[src/hdl/okbc_pkg.sv]
// ----------------------------------------------------------------------------
// okbc_pkg
// Types, constants and helper functions shared by the box key compare block.
// ----------------------------------------------------------------------------
`default_nettype none

package okbc_pkg;

    // Field widths
    localparam int CRD_W     = 31;
    localparam int N_CRD     = 12;
    localparam int DIFF_W    = 6;
    localparam int REL_W     = 3;
    localparam int S_TDATA_W = ((N_CRD * CRD_W + 7) / 8) * 8;
    localparam int M_TDATA_W = ((REL_W + 7) / 8) * 8;

    // Parameter defaults
    localparam int              LEVELS_DEF      = 48;
    localparam longint unsigned COORD_LIMIT_DEF = 64'd1073741823;

    // Saturation bound of the prefix differences
    localparam logic signed [DIFF_W-1:0] DIFF_SAT = 6'sd16;
    localparam logic signed [DIFF_W-1:0] DIFF_TWO = 6'sd2;

    // Relation codes
    localparam logic signed [REL_W-1:0] REL_LT2 = -3'sd2;
    localparam logic signed [REL_W-1:0] REL_LT1 = -3'sd1;
    localparam logic signed [REL_W-1:0] REL_EQ  = 3'sd0;
    localparam logic signed [REL_W-1:0] REL_GT1 = 3'sd1;
    localparam logic signed [REL_W-1:0] REL_GT2 = 3'sd2;

    // One comparison in flight
    typedef struct packed {
        logic                         done;
        logic signed [REL_W-1:0]      rel;
        logic signed [DIFF_W-1:0]     e02;
        logic signed [DIFF_W-1:0]     e12;
        logic signed [DIFF_W-1:0]     e13;
        logic signed [DIFF_W-1:0]     e03;
        logic [N_CRD-1:0][CRD_W-1:0]  crd;
    } item_t;

    // Difference of two octant codes
    function automatic logic signed [3:0] oct_delta(input logic [2:0] hi, input logic [2:0] lo);
        return $signed({1'b0, hi}) - $signed({1'b0, lo});
    endfunction

    // Shift a prefix difference by one level, add the octant delta and saturate
    function automatic logic signed [DIFF_W-1:0] sat_shift(
        input logic signed [DIFF_W-1:0] d,
        input logic signed [3:0]        delta
    );
        logic signed [8:0] c;
        c = (9'(d) <<< 3) + 9'(delta);
        if (c > 9'(DIFF_SAT))
            return DIFF_SAT;
        else if (c < -9'(DIFF_SAT))
            return -DIFF_SAT;
        else
            return c[DIFF_W-1:0];
    endfunction

endpackage

`default_nettype wire

[src/hdl/okbc_cell.sv]
// ----------------------------------------------------------------------------
// okbc_cell
// One octree level: octants of all four corners, difference update and the
// early-exit rules. Registered, handing its item to the next cell.
// ----------------------------------------------------------------------------
`default_nettype none

module okbc_cell
    import okbc_pkg::*;
#(
    parameter longint unsigned STEP = (COORD_LIMIT_DEF + 64'd1) / 64'd2
)
(
    input  wire logic  clk,
    input  wire logic  rst_n,
    input  wire logic  en,
    input  wire logic  in_valid,
    input  wire item_t in_item,
    output logic       out_valid,
    output item_t      out_item
);

    localparam logic [CRD_W:0] STEP_V = (CRD_W + 1)'(STEP);

    logic              valid_reg;
    item_t             item_reg;
    item_t             item_next;
    logic [3:0][2:0]   oct;
    logic signed [DIFF_W-1:0] e02_n, e12_n, e13_n, e03_n;

    // Octants, coordinate update and decision
    always_comb
    begin
        logic [CRD_W:0] ext;
        logic [CRD_W:0] sum;
        item_next = in_item;
        for (int k = 0; k < 4; k++)
        begin
            for (int j = 0; j < 3; j++)
            begin
                oct[k][j] = ~in_item.crd[k*3+j][CRD_W-1];
                ext = {in_item.crd[k*3+j][CRD_W-1], in_item.crd[k*3+j]};
                sum = oct[k][j] ? (ext - STEP_V) : (ext + STEP_V);
                item_next.crd[k*3+j] = sum[CRD_W-1:0];
            end
        end

        e02_n = sat_shift(in_item.e02, oct_delta(oct[2], oct[0]));
        e12_n = sat_shift(in_item.e12, oct_delta(oct[2], oct[1]));
        e13_n = sat_shift(in_item.e13, oct_delta(oct[3], oct[1]));
        e03_n = sat_shift(in_item.e03, oct_delta(oct[3], oct[0]));

        if (!in_item.done)
        begin
            item_next.e02 = e02_n;
            item_next.e12 = e12_n;
            item_next.e13 = e13_n;
            item_next.e03 = e03_n;
            item_next.done = 1'b1;
            if (e02_n >= DIFF_TWO && e12_n >= DIFF_TWO)
                item_next.rel = REL_LT2;
            else if (e02_n >= DIFF_TWO && e13_n >= DIFF_TWO)
                item_next.rel = REL_LT1;
            else if (e03_n <= -DIFF_TWO && e13_n <= -DIFF_TWO)
                item_next.rel = REL_GT2;
            else if (e02_n <= -DIFF_TWO && e13_n <= -DIFF_TWO)
                item_next.rel = REL_GT1;
            else if (e02_n >= DIFF_TWO && e13_n <= -DIFF_TWO)
                item_next.rel = REL_EQ;
            else if (e02_n <= -DIFF_TWO && e13_n >= DIFF_TWO)
                item_next.rel = REL_EQ;
            else
                item_next.done = 1'b0;
        end
    end

    // Valid bit
    always_ff @(posedge clk or negedge rst_n)
    begin
        if (!rst_n)
            valid_reg <= 1'b0;
        else if (en)
            valid_reg <= in_valid;
    end

    // Payload
    always_ff @(posedge clk)
    begin
        if (en)
            item_reg <= item_next;
    end

    assign out_valid = valid_reg;
    assign out_item  = item_reg;

endmodule

`default_nettype wire

[config.mk]
export PLATFORM = sky130hd
export DESIGN_NAME = okbc_cell
export DESIGN_NICKNAME = d
export VERILOG_FILES = /design/src/hdl/okbc_pkg.sv /design/src/hdl/okbc_cell.sv
export SDC_FILE = /design/constraint.sdc
export NUM_CORES = 1
export LEC_CHECK = 0
export BUFFER_PORTS_ARGS = -buffer_cell sky130_fd_sc_hd__buf_2
export CAP_MARGIN = 0
export CORE_AREA = 2 2 312 314
export DETAILED_ROUTE_END_ITERATION = 8
export DIE_AREA = 0 0 314 316
export PLACE_DENSITY = 0.39
export SYNTH_ARGS = -nofsm -noshare
export SYNTH_HDL_FRONTEND = slang
export SYNTH_SLANG_ARGS = --single-unit
export TNS_END_PERCENT = 5
[constraint.sdc]
create_clock -name clk -period 0.9 [get_ports clk]
set_clock_uncertainty 0.05 [all_clocks]
set_input_delay 0.09 -clock clk [delete_from_list [all_inputs] [get_ports clk]]
set_output_delay 0.09 -clock clk [all_outputs]
set_load 0.01 [all_outputs]
==> summary.txt <==
Run status
  – Result of the run: finished with violations
  – Failing checks: setup timing

Route
  – Average vias per placed instance: 3.45
  – DRC violation count after routing: 0
  – Wire length per cell: 17.6 um
  – Antenna viol nets, final: 0
  – 1st-pass router iterations: 4
  – Total wirelength of the detailed-routed design: 59.2 mm
  – Detailed router's first-iteration violation count: 533
  – Total number of vias: 11.6k

Global route
  – Via count of the first global-routing pass: 12.5k
  – Grt met2 use: 19.9%
  – GR Util All Layers: 11.1%
  – Global-route wire length before repair: 80.8 mm
  – GR Util met1: 12.5%
  – Initial antenna violation count: 15
  – Total gr overflow: 0
  – Maximum number of pins on one net before global-route repair: 29
  – GR peak layer: met2
  – GRT met3 Usage: 3.09%

Layout
  – Share of post-route cells with drive strength above 1: 53.9%
  – Total non-filler cell area in the finished layout: 27000 um2
  – Share of the core filled with cells: 28.1%
  – Multi-input logic area: 2430 um2
  – Fillcell total: 9874
  – Storage cell area: 11700 um2
  – Synth-to-Final Area Change: 97.1%
  – Nets: 2484

STA
  – Shortest clock period the worst path allows after layout: 2.56 ns
  – Relative slew slack: 63.1%
  – Setup-failing EPs final: 429
  – Slew at the pin closest to its max-slew limit: 0.553 ns
  – Final Max Tran Viols: 0
  – Final hold vios: 0
  – Highest achievable clock rate: 390 MHz
  – Worst setup slack after layout: -1.66 ns
  – Share of the clock period used by the worst path after layout: 285%
  – Hold Worst Slack: 0.0209 ns
  – RSZ-0062 raised after global routing: true

Worst setup path
  – Most used cell along the critical path: buf_6
  – Type of the worst setup path: in2reg
  – Largest stage delay, worst path: 0.33 ns
  – Critical Path, Cell by Cell: buf_8 > inv_4 > buf_6 > ha_4 > a21o_1 > a31oi_4 > ha_4 > a211oi_4 > buf_6 > o21bai_4 > a21oi_2 > xnor2_2 > buf_4 > buf_6 > a211o_1 > a21oi_4 > a22o_1
  – Worst path slowest cell: a31oi_4
  – CP Capture Type: flip-flop
  – Biggest fanout along the worst timing path: 5
  – Launching element type of the critical path: input port
  – Endpoint required time on the critical path: 1.32 ns
  – Endpoint arrival time on the critical path: 2.98 ns

Run
  – Max-cap violations: 0

Logic synthesis
  – Top cell type's share of synthesized area: 85.0%
  – Share of the synthesized netlist area taken by xor and xnor gates: 1.59%
  – #FFs+latches synth: 389
  – Post-synth design cell area: 13700 um2
  – Synthesized netlist net count: 1098
  – Share of synthesized cell area in and, or, nand and nor gates: 2.87%
  – Number of synthesis warnings: 0
  – Fraction of the mapped netlist area in compound gates: 3.79%
  – Most frequent cell after synthesis: edfxtp_1
  – Count of flip-flops with a built-in enable after synthesis: 388
  – Most used flip-flop cell after synthesis: edfxtp_1
  – Area leader, netlist: edfxtp_1
  – Commonest cells post-synth: edfxtp_1 (388), inv_1 (35), ha_1 (32), nor2_1 (19), xor2_1 (14)
  – Mux contribution to synthesized area: 0.739%
  – Cells taking the most area after synthesis: edfxtp_1 (85%), ha_1 (2.9%), fa_1 (1.2%), inv_1 (0.96%), xor2_1 (0.89%)
  – Main combinational cell family by area after synthesis: adder cells
  – Syn Area/Cell: 21.0 um2
  – Synthesized netlist cell count: 654
  – Share of the yosys chip area belonging to registers: 85.2%
  – Async S/R FF share, synth: 0.257%
  – Share of synthesized cell area in full adder, half adder and majority cells: 4.09%
  – Synth unique cells: 57

Place
  – Pre-CTS setup slack: -2.47 ns
  – Half-perimeter wire length after detailed placement: 45.1 mm
  – Placer congestion estimate: 0.786
  – Placed instance area: 20400 um2
  – Port Buffer Count: 804

Die
  – Height of the die: 316 um
  – IO Pins: 805
  – Core outline area: 96000 um2
  – Initial Utilization: 14.3%
  – Number of standard-cell rows in the floorplan: 114
  – DIE AREA: 99200 um2
  – Die X: 314 um

Clock network
  – Skew-Pair Late Insertion Delay: 0.60 ns
  – CTS tree: built
  – CTS clk-pin slew, worst paths: 0.06 ns
  – Root Buffer: clkbuf_16
  – Sinks on Clock Net: 389
  – Total clock buffers created by CTS: 49
  – Number of levels in the clock H-tree: 2
  – Number of buffers between clock root and the deepest sink: 3

Min path
  – Worst min-delay path class: in2reg

Pwr
  – Ratio of total power to cell area: 1910 nW/um2
  – Worst vdd rail ir drop: 0.00104 V
  – Total power draw: 0.0516 W
  – Leak: 11.3 nW
sequential cells by signal, summed over array words and instances, names as in the netlist:
register,flops
out_item,388
out_valid,1
layout by cell type, fill, tap and decap left out, types with 4 or more instances in the layout:
cell and instances:
xor2_1 9, a21oi_2 10, fa_1 5, a22o_1 13, clkinv_2 6, buf_12 11
mux2_2 6, ha_4 19, buf_2 758, edfxtp_1 388, buf_6 57, diode_2 4
ha_1 10, a21o_1 4, buf_4 126, dlygate4sd3_1 392, xor2_2 4, nand2_1 11
inv_1 28, xnor2_1 6, clkbuf_1 6, inv_2 4, a211oi_4 4, clkinv_1 15
clkbuf_16 50, nor2_1 18
worst max-delay path, delay by kind of cell:
family / cells / cell delay, ns
buf+inv: 6 / 0.63
xor+xnor: 1 / 0.11
fa+ha+maj: 2 / 0.47
compound gates: 8 / 1.68
stage by stage:
| stage | cells | setup TNS (ns) |
|---|---|---|
| after global placement | 2850 | -112.14 |
| after CTS | 3347 | -270.19 |
| final | 3358 | -185.30 |
| after floorplan | 654 | -50.60 |
| after detailed placement | 2850 | -113.08 |
| after global routing | 3356 | -215.01 |
worst paths after layout:
check                      cells after the start            end  slack (ns)         start
setup / recovery                              17  out_item[387]       -1.66  in_item[278]
hold / removal                                 3  out_item[372]        0.02  in_item[309]
setup reg to reg                               1      out_valid        0.11     out_valid
hold reg to reg                                1      out_valid        0.45     out_valid
max in group asynchronous                      3      out_valid        0.41         rst_n
min in group asynchronous                      3      out_valid        0.29         rst_n
per-layer routing:
metal,wire [um],vias up
met2,30600,465
met5,112,-
met1,22600,5647
li1,-,5343
met4,1870,20
met3,3990,97
cell families after synthesis:
| logic type | after synthesis |
|---|---|
| buffers and inverters | 51 |
| AO/OA/AOI/OAI | 70 |
| flip-flops | 389 |
| multiplexers | 9 |
| XOR/XNOR | 24 |
| AND/OR/NAND/NOR | 71 |
| adder cells (fa/ha/maj) | 40 |
power breakdown:
part	internal (W)	leakage [nW]	switching, W
clock	0.0110	0.747	0.00799
sequential	0.0217	3.81	0.000520
combinational	0.00558	6.71	0.00486
total	0.0383	11.3	0.0134
cell type report:
cell class / instances / share of cell area (%)
Sequential cell: 389 / 43.2
Timing Repair Buffer: 1351 / 35.6
Multi-Input combinational cell: 214 / 9.00
Tap cell: 1276 / 5.91
Clock buffer: 56 / 4.71
Clock inverter: 33 / 1.00
Inverter: 35 / 0.533
Antenna cell: 4 / 0.0371
timing repair:
action / 4_1_cts / 5_1_grt
hold buffers: 395 / 1
buffers inserted: 13 / 9
hold endpoints to repair: 478 / 2
resized for setup: 139 / 57
pin swaps: 44 / 37
endpoints found under the setup margin: 429 / 596
(Power assumes the default switching activity.)
