<file path="src/hdl/okbc_pkg.sv">
// ----------------------------------------------------------------------------
// okbc_pkg
// Types, constants and helper functions shared by the box key compare block.
// ----------------------------------------------------------------------------
`default_nettype none

package okbc_pkg;

    // Field widths
    localparam int CRD_W     = 31;
    localparam int N_CRD     = 12;
    localparam int DIFF_W    = 6;
    localparam int REL_W     = 3;
    localparam int S_TDATA_W = ((N_CRD * CRD_W + 7) / 8) * 8;
    localparam int M_TDATA_W = ((REL_W + 7) / 8) * 8;

    // Parameter defaults
    localparam int              LEVELS_DEF      = 48;
    localparam longint unsigned COORD_LIMIT_DEF = 64'd1073741823;

    // Saturation bound of the prefix differences
    localparam logic signed [DIFF_W-1:0] DIFF_SAT = 6'sd16;
    localparam logic signed [DIFF_W-1:0] DIFF_TWO = 6'sd2;

    // Relation codes
    localparam logic signed [REL_W-1:0] REL_LT2 = -3'sd2;
    localparam logic signed [REL_W-1:0] REL_LT1 = -3'sd1;
    localparam logic signed [REL_W-1:0] REL_EQ  = 3'sd0;
    localparam logic signed [REL_W-1:0] REL_GT1 = 3'sd1;
    localparam logic signed [REL_W-1:0] REL_GT2 = 3'sd2;

    // One comparison in flight
    typedef struct packed {
        logic                         done;
        logic signed [REL_W-1:0]      rel;
        logic signed [DIFF_W-1:0]     e02;
        logic signed [DIFF_W-1:0]     e12;
        logic signed [DIFF_W-1:0]     e13;
        logic signed [DIFF_W-1:0]     e03;
        logic [N_CRD-1:0][CRD_W-1:0]  crd;
    } item_t;

    // Difference of two octant codes
    function automatic logic signed [3:0] oct_delta(input logic [2:0] hi, input logic [2:0] lo);
        return $signed({1'b0, hi}) - $signed({1'b0, lo});
    endfunction

    // Shift a prefix difference by one level, add the octant delta and saturate
    function automatic logic signed [DIFF_W-1:0] sat_shift(
        input logic signed [DIFF_W-1:0] d,
        input logic signed [3:0]        delta
    );
        logic signed [8:0] c;
        c = (9'(d) <<< 3) + 9'(delta);
        if (c > 9'(DIFF_SAT))
            return DIFF_SAT;
        else if (c < -9'(DIFF_SAT))
            return -DIFF_SAT;
        else
            return c[DIFF_W-1:0];
    endfunction

endpackage

`default_nettype wire

</file>
<file path="src/hdl/okbc_final.sv">
// ----------------------------------------------------------------------------
// okbc_final
// Passes on earlier decisions; exact comparison of the full codes for items still
// undecided after the last level; holds the result for the output request.
// ----------------------------------------------------------------------------
`default_nettype none

module okbc_final
    import okbc_pkg::*;
(
    input  wire logic               clk,
    input  wire logic               rst_n,
    input  wire logic               en,
    input  wire logic               in_valid,
    input  wire item_t              in_item,
    output logic                    out_valid,
    output logic signed [REL_W-1:0] relation
);

    localparam logic signed [DIFF_W-1:0] DIFF_ZERO = '0;

    logic                    valid_reg;
    logic signed [REL_W-1:0] rel_reg;
    logic signed [REL_W-1:0] rel_next;

    // Final rules without slack
    always_comb
    begin
        if (in_item.done)
            rel_next = in_item.rel;
        else if (in_item.e02 > DIFF_ZERO && in_item.e12 > DIFF_ZERO)
            rel_next = REL_LT2;
        else if (in_item.e02 > DIFF_ZERO && in_item.e13 > DIFF_ZERO)
            rel_next = REL_LT1;
        else if (in_item.e03 < DIFF_ZERO && in_item.e13 < DIFF_ZERO)
            rel_next = REL_GT2;
        else if (in_item.e02 < DIFF_ZERO && in_item.e13 < DIFF_ZERO)
            rel_next = REL_GT1;
        else
            rel_next = REL_EQ;
    end

    // Output valid
    always_ff @(posedge clk or negedge rst_n)
    begin
        if (!rst_n)
            valid_reg <= 1'b0;
        else if (en)
            valid_reg <= in_valid;
    end

    // Output payload
    always_ff @(posedge clk)
    begin
        if (en)
            rel_reg <= rel_next;
    end

    assign out_valid = valid_reg;
    assign relation  = rel_reg;

endmodule

`default_nettype wire

</file>
<file path="config.mk">
export PLATFORM = sky130hd
export DESIGN_NAME = okbc_final
export DESIGN_NICKNAME = d
export VERILOG_FILES = /design/src/hdl/okbc_pkg.sv /design/src/hdl/okbc_final.sv
export SDC_FILE = /design/constraint.sdc
export NUM_CORES = 1
export LEC_CHECK = 0
export BUFFER_PORTS_ARGS = -buffer_cell sky130_fd_sc_hd__buf_4
export CAP_MARGIN = 15
export CORE_AREA = 3 3 158 160
export CTS_CLUSTER_DIAMETER = 60
export DETAILED_ROUTE_END_ITERATION = 6
export DIE_AREA = 0 0 161 163
export SETUP_SLACK_MARGIN = 0.15
export SYNTH_ARGS = -nofsm -noshare
export SYNTH_HDL_FRONTEND = slang
export SYNTH_SLANG_ARGS = --single-unit
</file>
<file path="constraint.sdc">
create_clock -name clk -period 0.8 [get_ports clk]
set_input_delay 0.08 -clock clk [delete_from_list [all_inputs] [get_ports clk]]
set_output_delay 0.08 -clock clk [all_outputs]
set_load 0.005 [all_outputs]
</file>
==> results of run 1 <==
==> state kept, by name, indices dropped and copies added, names as in the netlist <==
register / flops
out_valid: 1
relation: 3
==> worst paths after layout <==
kind                                to  cells after the start
max reg2reg                  out_valid                      1
max                        relation[1]                      1
max in group asynchronous    out_valid                      2
min reg2reg                  out_valid                      1
min                          out_valid                      2
min in group asynchronous    out_valid                      2
==> layer usage <==
metal,GRT usage (%),vias up
met5,0,-
met4,1.06,0
met3,1.48,2
met2,1.93,28
met1,1.65,150
li1,-,161
==> layout make-up <==
class / count / area (um^2)
fill: 2837 / 22500
tap: 319 / 399
timing repair buffer: 31 / 277
multi-input combinational: 20 / 164
sequential: 4 / 115
clock buffer: 4 / 78.8
==> cell usage after synthesis <==
library cell	count
a21oi_1	4
a21oi_2	2
a22o_1	1
dfrtp_1	1
edfxtp_1	3
mux2_2	1
nand2_1	2
nor2_1	3
nor2b_1	1
nor3_1	1
nor3_2	2
o21ai_1	2
o2bb2ai_2	1
==> timing repair <==
| item | CTS | global route |
|---|---|---|
| setup endpoints to repair | 8 | 8 |
| pin swaps | 10 | 9 |
| cloned | 0 | 0 |
| buffers inserted | 0 | 0 |
| gates resized for setup | 12 | 2 |
| hold buffers | 1 | 0 |
| hold endpoints to repair | 1 | 0 |
==> through the flow <==
step	hold WS (ns)	power [uW]	util, %	setup slack (ns)	std cells
2_1_floorplan	-0.216	309	-	-0.0520	24
3_3_place_gp	-0.144	475	3.78	-0.199	373
3_5_place_dp	-0.144	477	3.78	-0.207	373
4_1_cts	0.0687	1450	4.36	-0.0514	378
5_1_grt	0.0728	1490	4.39	-0.0597	378
6_report	0.0800	1380	4.39	-0.0261	378
==> kinds of logic after synthesis <==
logic type / after synthesis
flip-flops: 4
AO/OA/AOI/OAI: 10
multiplexers: 1
AND/OR/NAND/NOR: 9
==> power breakdown <==
group          internal (uW)  leakage [uW]  switching [uW]
Clock                    665     0.0000382             202
Combinational            162      0.000212            87.4
Sequential               248     0.0000409            9.83
==> summary.txt, run 1 <==
Logic synthesis
  • Largest family of logic cells by synthesized area: compound AO/OA/AOI/OAI gates
  • Post-synthesis adder-cell area fraction: 0%
  • Post-synthesis mux area share: 4.55%
  • Syn avg cell area: 10.3 um^2
  • Largest cells by area after synthesis: edfxtp_1, dfrtp_1, a21oi_1, nor3_2, a21oi_2
  • Yosys top cell by area: edfxtp_1
  • Seq/Total Area, Yosys: 46.5%
  • Flops & latches, synth: 4
  • Synth Area in Compound Gates: 28.8%
  • Library cells used by synthesis: 13
  • Post-synth top area share: 36.4%
  • Xor/xnor share of the synthesized area: 0%
  • Synth Area in Simple Gates: 20.2%
  • Mapped Nets: 428
  • Syn. warnings: 0
  • Gate count after technology mapping: 24
  • Post-Syn Area: 248 um^2

Power
  • Worst ir drop on vdd: 0.364 mV
  • Static leakage: 0.000291 uW
  • P per Cell Area: 1330 nW/um^2

STA
  • Slew Limit Headroom: 87.4%
  • Count of pins over their slew limit: 0
  • Endpoints failing setup: 4
  • Worst-margin pin slew: 0.189 ns
  • Final Hold Fails: 0
  • Sum of negative setup slack: -0.0651 ns
  • Tmin final: 0.826 ns
  • Fmax: 1210 MHz
  • Worst setup margin: -0.0261 ns
  • Final period util: 103%
  • Clk_skew: 0 ns
  • RSZ-0062 raised after global routing: true

Setup path
  • CP bufs+invs: 1
  • CP required: 0.72 ns
  • Worst setup SP type: flop
  • Worst R2R Setup Slack: 0.05 ns
  • Crit path max-delay family: flip-flops
  • Slowest-stage cell, CP: edfxtp_1
  • CP Cell Sequence: buf_6
  • CP Capture Type: primary output
  • Worst reg2reg startpoint: out_valid
  • Setup CP Type: flop to primary output
  • CP startpoint: relation[1]
  • Worst path arrival time: 0.75 ns
  • Worst Path Max Fanout: 1
  • Crit-path max cell delay: 0.37 ns

Global routing
  • Initial antenna violation count: 0
  • GRT Total Usage: 1.56%
  • First-pass GRT wire length: 2390 um
  • Vias in the first global route: 377
  • Pin count of the biggest net entering global routing: 7
  • Overflow left after global routing: 0

Flow run
  • Max cap viols: 0

Floorplan
  • Core area: 23500 um^2
  • Initial core utilization: 1.05%
  • Die Ht: 163 um
  • Die Wd: 161 um
  • Rows: 56
  • Die footprint: 26200 um^2
  • Ports: 408

Clock network
  • CTS tree: built
  • Root buf cell: clkbuf_16
  • Clk sinks: 4
  • Clk Latency, worst-skew pair: 0.23 ns
  • Reg clk slew, reported paths: 0.04 ns
  • Cts bufs inserted: 3
  • H-Tree Depth: 1
  • Deepest clock path buffer count: 2

Routing
  • Vias: 341
  • WL met3: 263 um
  • WL final: 1750 um
  • Detailed Route Iter0 Violations: 2
  • Drt drc: 0
  • Drt first pass iters: 4
  • Top Layer Used: met4
  • Met1 wire length: 715 um
  • Wirelength per Cell: 4.64 um
  • Vias per cell: 0.902
  • Final ANT Viol Nets: 0
  • DR WL met2: 736 um

Min path
  • Worst min-delay path class: input pin to flop
  • Hold Crit Start: in_valid

Run status
  • Outcome: complete, but fails checks
  • Violated checks: negative setup slack

Placement
  • I/O Buffers: 30
  • Placed cell areas: 890 um^2
  • Gpl congestion: 0.628
  • HPWL Detailed: 1500 um

Layout
  • Finished Cell Area: 1030 um^2
  • Fin nets: 464
  • Most frequent cells in the layout: buf_4, buf_6
  • Layout area overhead: 317%
  • Commonest non-fill, non-tap cell in the layout: buf_4
  • ANT cells: 0
  • Layout cells sized above 1: 71.2%
No activity file was read; power rests on OpenSTA's default activity.
==> run 2: changes to the inputs <==
==> constraint.sdc (replaced) <==
create_clock -name clk -period 0.91 [get_ports clk]
set_input_delay 0.091 -clock clk [delete_from_list [all_inputs] [get_ports clk]]
set_output_delay 0.091 -clock clk [all_outputs]
set_load 0.005 [all_outputs]
==> summary.txt, run 2 (same netlist as run 1, synthesis figures left out) <==
STA
  • Final period util: 91.8%
  • Worst setup margin: 0.0747 ns (+0.101 ns)
  • Clk_skew: 0 ns (unchanged)
  • Fmax: 1200 MHz
  • Endpoints failing setup: 0 (-4)
  • Final Hold Fails: 0 (unchanged)
  • Slew Limit Headroom: 84.9% (-2.5 points)
  • Worst-margin pin slew: 0.226 ns (+0.0368 ns)
  • Count of pins over their slew limit: 0 (unchanged)
  • Tmin final: 0.835 ns
  • RSZ-0062 raised after global routing: true

Floorplan
  • Ports: 408 (unchanged)
  • Rows: 56 (unchanged)
  • Die footprint: 26200 um^2 (unchanged)
  • Die Wd: 161 um (unchanged)
  • Initial core utilization: 1.05% (unchanged)
  • Core area: 23500 um^2 (unchanged)
  • Die Ht: 163 um (unchanged)

Min path
  • Hold depth: 2 (unchanged)
  • Hold Crit Start: in_valid
  • Worst min-delay path class: input pin to flop
  • Hold Path Sink: out_valid

Routing
  • Drt drc: 0 (unchanged)
  • Drt first pass iters: 3 (-1)
  • Detailed Route Iter0 Violations: 1 (-1)
  • Vias per cell: 0.881 (-2.3%)
  • Final ANT Viol Nets: 0 (unchanged)
  • WL final: 1780 um (+1.5%)
  • Vias: 334 (-2.1%)
  • Wirelength per Cell: 4.70 um (+1.2%)

Setup path
  • Worst path arrival time: 0.74 ns (about the same)
  • CP bufs+invs: 1 (unchanged)
  • Slowest-stage cell, CP: edfxtp_1
  • Crit path max-delay family: flip-flops
  • R2r endpoint: out_valid
  • CP Cell Sequence: buf_6
  • Setup CP Type: flop to primary output
  • Worst R2R Setup Slack: 0.16 ns (+0.11 ns)
  • Crit-path max cell delay: 0.37 ns (about the same)
  • Worst reg2reg startpoint: out_valid
  • Worst Path Max Fanout: 1 (unchanged)
  • CP required: 0.82 ns (+0.10 ns)
  • Worst setup SP type: flop
  • CP Capture Type: primary output
  • R2R depth: 1 (unchanged)

Placement
  • Placed cells: 373 (unchanged)
  • I/O Buffers: 30 (unchanged)
  • Gpl congestion: 0.618 (-1.6%)
  • Placed cell areas: 890 um^2 (unchanged)
  • Setup WS pre-CTS: -0.152 ns (+0.0545 ns)

Clock network
  • Cts bufs inserted: 3 (unchanged)
  • Reg clk slew, reported paths: 0.04 ns (about the same)
  • H-Tree Depth: 1 (unchanged)
  • Clk Latency, worst-skew pair: 0.23 ns (about the same)
  • Deepest clock path buffer count: 2 (unchanged)
  • Root buf cell: clkbuf_16
  • Clk sinks: 4 (unchanged)
  • CTS tree: built

Layout
  • Most frequent cells in the layout: buf_4, buf_6, a21oi_2
  • ANT cells: 0 (unchanged)
  • Utilization after layout: 4.43% (+0.037 points)
  • Commonest non-fill, non-tap cell in the layout: buf_4
  • Layout area overhead: 321%
  • Final non-filler cell total: 379 (+0.26%)
  • Finished Cell Area: 1040 um^2 (+0.85%)
  • Fin nets: 465 (+0.22%)
  • Layout cells sized above 1: 73.3% (+2.1 points)
  • Largest register FFs: 3 (unchanged)

Global routing
  • Pin count of the biggest net entering global routing: 7 (unchanged)
  • Vias in the first global route: 373 (-1.1%)
  • Overflow left after global routing: 0 (unchanged)
  • First-pass GRT wire length: 2420 um (+1.4%)
  • Initial antenna violation count: 0 (unchanged)
  • GRT Total Usage: 1.56% (about the same)

Power
  • Overall Power: 1210 uW (-12%)
  • Static leakage: 0.000294 uW (+0.96%)
  • P per Cell Area: 1160 nW/um^2 (-13%)
  • Worst ir drop on vdd: 0.327 mV (-10%)

Flow run
  • Max cap viols: 0 (unchanged)

Run status
  • Outcome: finished, final reports clean
run 2: worst max-delay path by stage:
stage                       from           to  slack (ns)  cells past startpoint
global route         relation[1]  relation[1]        0.04                      1
global placement    in_item[384]  relation[1]       -0.15                      5
finish               relation[1]  relation[1]        0.07                      1
CTS                  relation[1]  relation[1]        0.05                      1
detailed placement  in_item[384]  relation[1]       -0.15                      5
floorplan           in_item[394]  relation[0]        0.05                      4
run 2: report_power, final:
group          total, uW  internal, uW  switching [uW]
clock network        754           584             170
logic                226           146            79.6
registers            227           218            8.16
run 2: through the flow:
step,setup TNS (ns),hold WS (ns)
global route,0,0.103
detailed placement,-0.400,-0.133
finish,0,0.0963
CTS,0,0.0904
global placement,-0.354,-0.134
floorplan,0,-0.205
run 2: repair_timing:
item | 4_1_cts | 5_1_grt
resized for setup | 9 | 5
buffers inserted | 1 | 0
pin swaps | 7 | 6
setup endpoints to repair | 7 | 8
hold endpoints to repair | 1 | 0
hold buffers | 1 | 0
run 2: cell type report:
type	count	area (um^2)
clock buffer	4	78.8
fill	2835	22500
multi-input combinational	20	169
sequential	4	115
tap	319	399
timing repair buffer	32	280
run 2: layer usage:
layer / vias to the layer above / global-route usage [%] / wire length [um]
li1: 163 / - / -
met1: 143 / 1.66 / 724
met2: 26 / 1.97 / 791
met3: 2 / 1.42 / 227
met4: 0 / 1.02 / 37
met5: - / 0 / 0
==> run 3: changes to the inputs <==
--- a/config.mk
+++ b/config.mk
@@ -8,6 +8,7 @@
 export BUFFER_PORTS_ARGS = -buffer_cell sky130_fd_sc_hd__buf_4
 export CAP_MARGIN = 15
 export CORE_AREA = 3 3 158 160
+export CTS_BUF_LIST = sky130_fd_sc_hd__clkbuf_8
 export CTS_CLUSTER_DIAMETER = 60
 export DETAILED_ROUTE_END_ITERATION = 6
 export DIE_AREA = 0 0 161 163
==> summary.txt, run 3 (same netlist as run 1, synthesis figures left out) <==
Setup path
  • Worst path arrival time: 0.74 ns (about the same)
  • Worst R2R Setup Slack: 0.16 ns (about the same)
  • Crit path max-delay family: flip-flops
  • CP required: 0.82 ns (about the same)
  • R2R depth: 1 (unchanged)
  • Setup crit end: relation[1]
  • R2r endpoint: out_valid
  • CP startpoint: relation[1]
  • CP bufs+invs: 1 (unchanged)
  • Crit. path cell count: 1 (unchanged)
  • Worst setup SP type: flop
  • Worst Path Max Fanout: 1 (unchanged)
  • Worst reg2reg startpoint: out_valid
  • CP Capture Type: primary output
  • Setup CP Type: flop to primary output
  • Slowest-stage cell, CP: edfxtp_1
  • Crit-path max cell delay: 0.38 ns (about the same)
  • CP Cell Sequence: buf_6

Clock network
  • Clk Latency, worst-skew pair: 0.23 ns (about the same)
  • Deepest clock path buffer count: 2 (unchanged)
  • H-Tree Depth: 1 (unchanged)
  • CTS tree: built
  • Clk sinks: 4 (unchanged)
  • Cts bufs inserted: 3 (unchanged)
  • Root buf cell: clkbuf_8
  • Reg clk slew, reported paths: 0.04 ns (about the same)

Routing
  • Wirelength per Cell: 4.71 um (+0.22%)
  • Drt drc: 0 (unchanged)
  • Vias: 334 (unchanged)
  • Vias per cell: 0.881 (unchanged)
  • Final ANT Viol Nets: 0 (unchanged)
  • Detailed Route Iter0 Violations: 0 (-1)
  • Drt first pass iters: 1 (-2)
  • WL final: 1780 um (+0.22%)

Power
  • Static leakage: 0.000282 uW (-3.8%)
  • P per Cell Area: 881 nW/um^2 (-24%)
  • Worst ir drop on vdd: 0.208 mV (-37%)

STA
  • Count of pins over their slew limit: 0 (unchanged)
  • Endpoints failing setup: 0 (unchanged)
  • Final period util: 91.8% (about the same)
  • Tmin final: 0.835 ns (-0.000299 ns)
  • Slew Limit Headroom: 85.0% (about the same)
  • RSZ-0062 raised after global routing: true
  • Final Hold Fails: 0 (unchanged)
  • Sum of negative setup slack: 0 ns (unchanged)
  • Clk_skew: 0 ns (unchanged)
  • Worst-margin pin slew: 0.226 ns (-0.000212 ns)
  • Fmax: 1200 MHz (about the same)

Floorplan
  • Ports: 408 (unchanged)
  • Initial core utilization: 1.05% (unchanged)
  • Die Ht: 163 um (unchanged)
  • Rows: 56 (unchanged)
  • Die Wd: 161 um (unchanged)
  • Core area: 23500 um^2 (unchanged)
  • Die footprint: 26200 um^2 (unchanged)

Run status
  • Outcome: finished, final reports clean

Min path
  • Worst min-delay path class: input pin to flop
  • Hold Crit Start: in_valid

Global routing
  • Overflow left after global routing: 0 (unchanged)
  • First-pass GRT wire length: 2420 um (unchanged)
  • Vias in the first global route: 370 (-0.80%)
  • Initial antenna violation count: 0 (unchanged)
  • GRT Total Usage: 1.56% (-0.0053 points)
  • Pin count of the biggest net entering global routing: 7 (unchanged)

Layout
  • Fin nets: 465 (unchanged)
  • ANT cells: 0 (unchanged)
  • Largest register FFs: 3 (unchanged)
  • Most frequent cells in the layout: buf_4, buf_6, a21oi_2
  • Layout area overhead: 307%
  • Utilization after layout: 4.28% (-0.14 points)
  • Layout cells sized above 1: 73.3% (unchanged)
  • Commonest non-fill, non-tap cell in the layout: buf_4

Placement
  • Gpl congestion: 0.618 (unchanged)
  • I/O Buffers: 30 (unchanged)

Flow run
  • Max cap viols: 0 (unchanged)
[run 3: changes by cell type in the layout (fill, tap and decap cells not counted), sizes merged]
cell / before / now
inv: 0 / 1
clkbuf: 4 / 3
[run 3: per-stage QoR]
stage               instance area, um^2  hold slack [ns]  total power (uW)  std cells  setup slack [ns]
floorplan                           265           -0.205               272         24            0.0470
global placement                    890           -0.134               418        373            -0.151
detailed placement                  890           -0.133               422        373            -0.152
CTS                                 986           0.0863               929        379            0.0450
global route                       1010           0.0959               973        379            0.0346
finish                             1010           0.0981               889        379            0.0750
[run 3: worst min path at each step]
| stage | endpoint | depth (start not counted) | slack (ns) |
|---|---|---|---|
| after floorplan | out_valid | 0 | -0.20 |
| after global placement | out_valid | 1 | -0.13 |
| after detailed placement | out_valid | 1 | -0.13 |
| after CTS | out_valid | 2 | 0.09 |
| after global routing | out_valid | 2 | 0.1 |
| final | out_valid | 2 | 0.1 |
[run 3: area by class of cell]
type | count | area (um^2)
multi-input cells | 20 | 169
clock inverters | 1 | 3.75
well taps | 319 | 399
fillers | 2839 | 22500
clock buffers | 3 | 41.3
flip-flops and latches | 4 | 115
repair buffers | 32 | 280
[run 3: repair_timing]
item,4_1_cts,5_1_grt
hold buffers,1,0
hold endpoints to repair,1,0
setup endpoints to repair,7,8
resized for setup,9,5
buffers inserted,1,0
pin swaps,7,6
[run 3: report_power, final]
| part | internal [uW] | switching, uW |
|---|---|---|
| clock | 293 | 144 |
| sequential | 218 | 8.16 |
| combinational | 146 | 79.9 |
[run 3: routing by layer]
metal  global-route usage (%)  wire length (um)  vias to the layer above
met2                     1.97               793                       26
met5                        0                 0                        -
li1                         -                 -                      162
met1                     1.65               726                      144
met3                     1.42               226                        2
met4                     1.02                38                        0
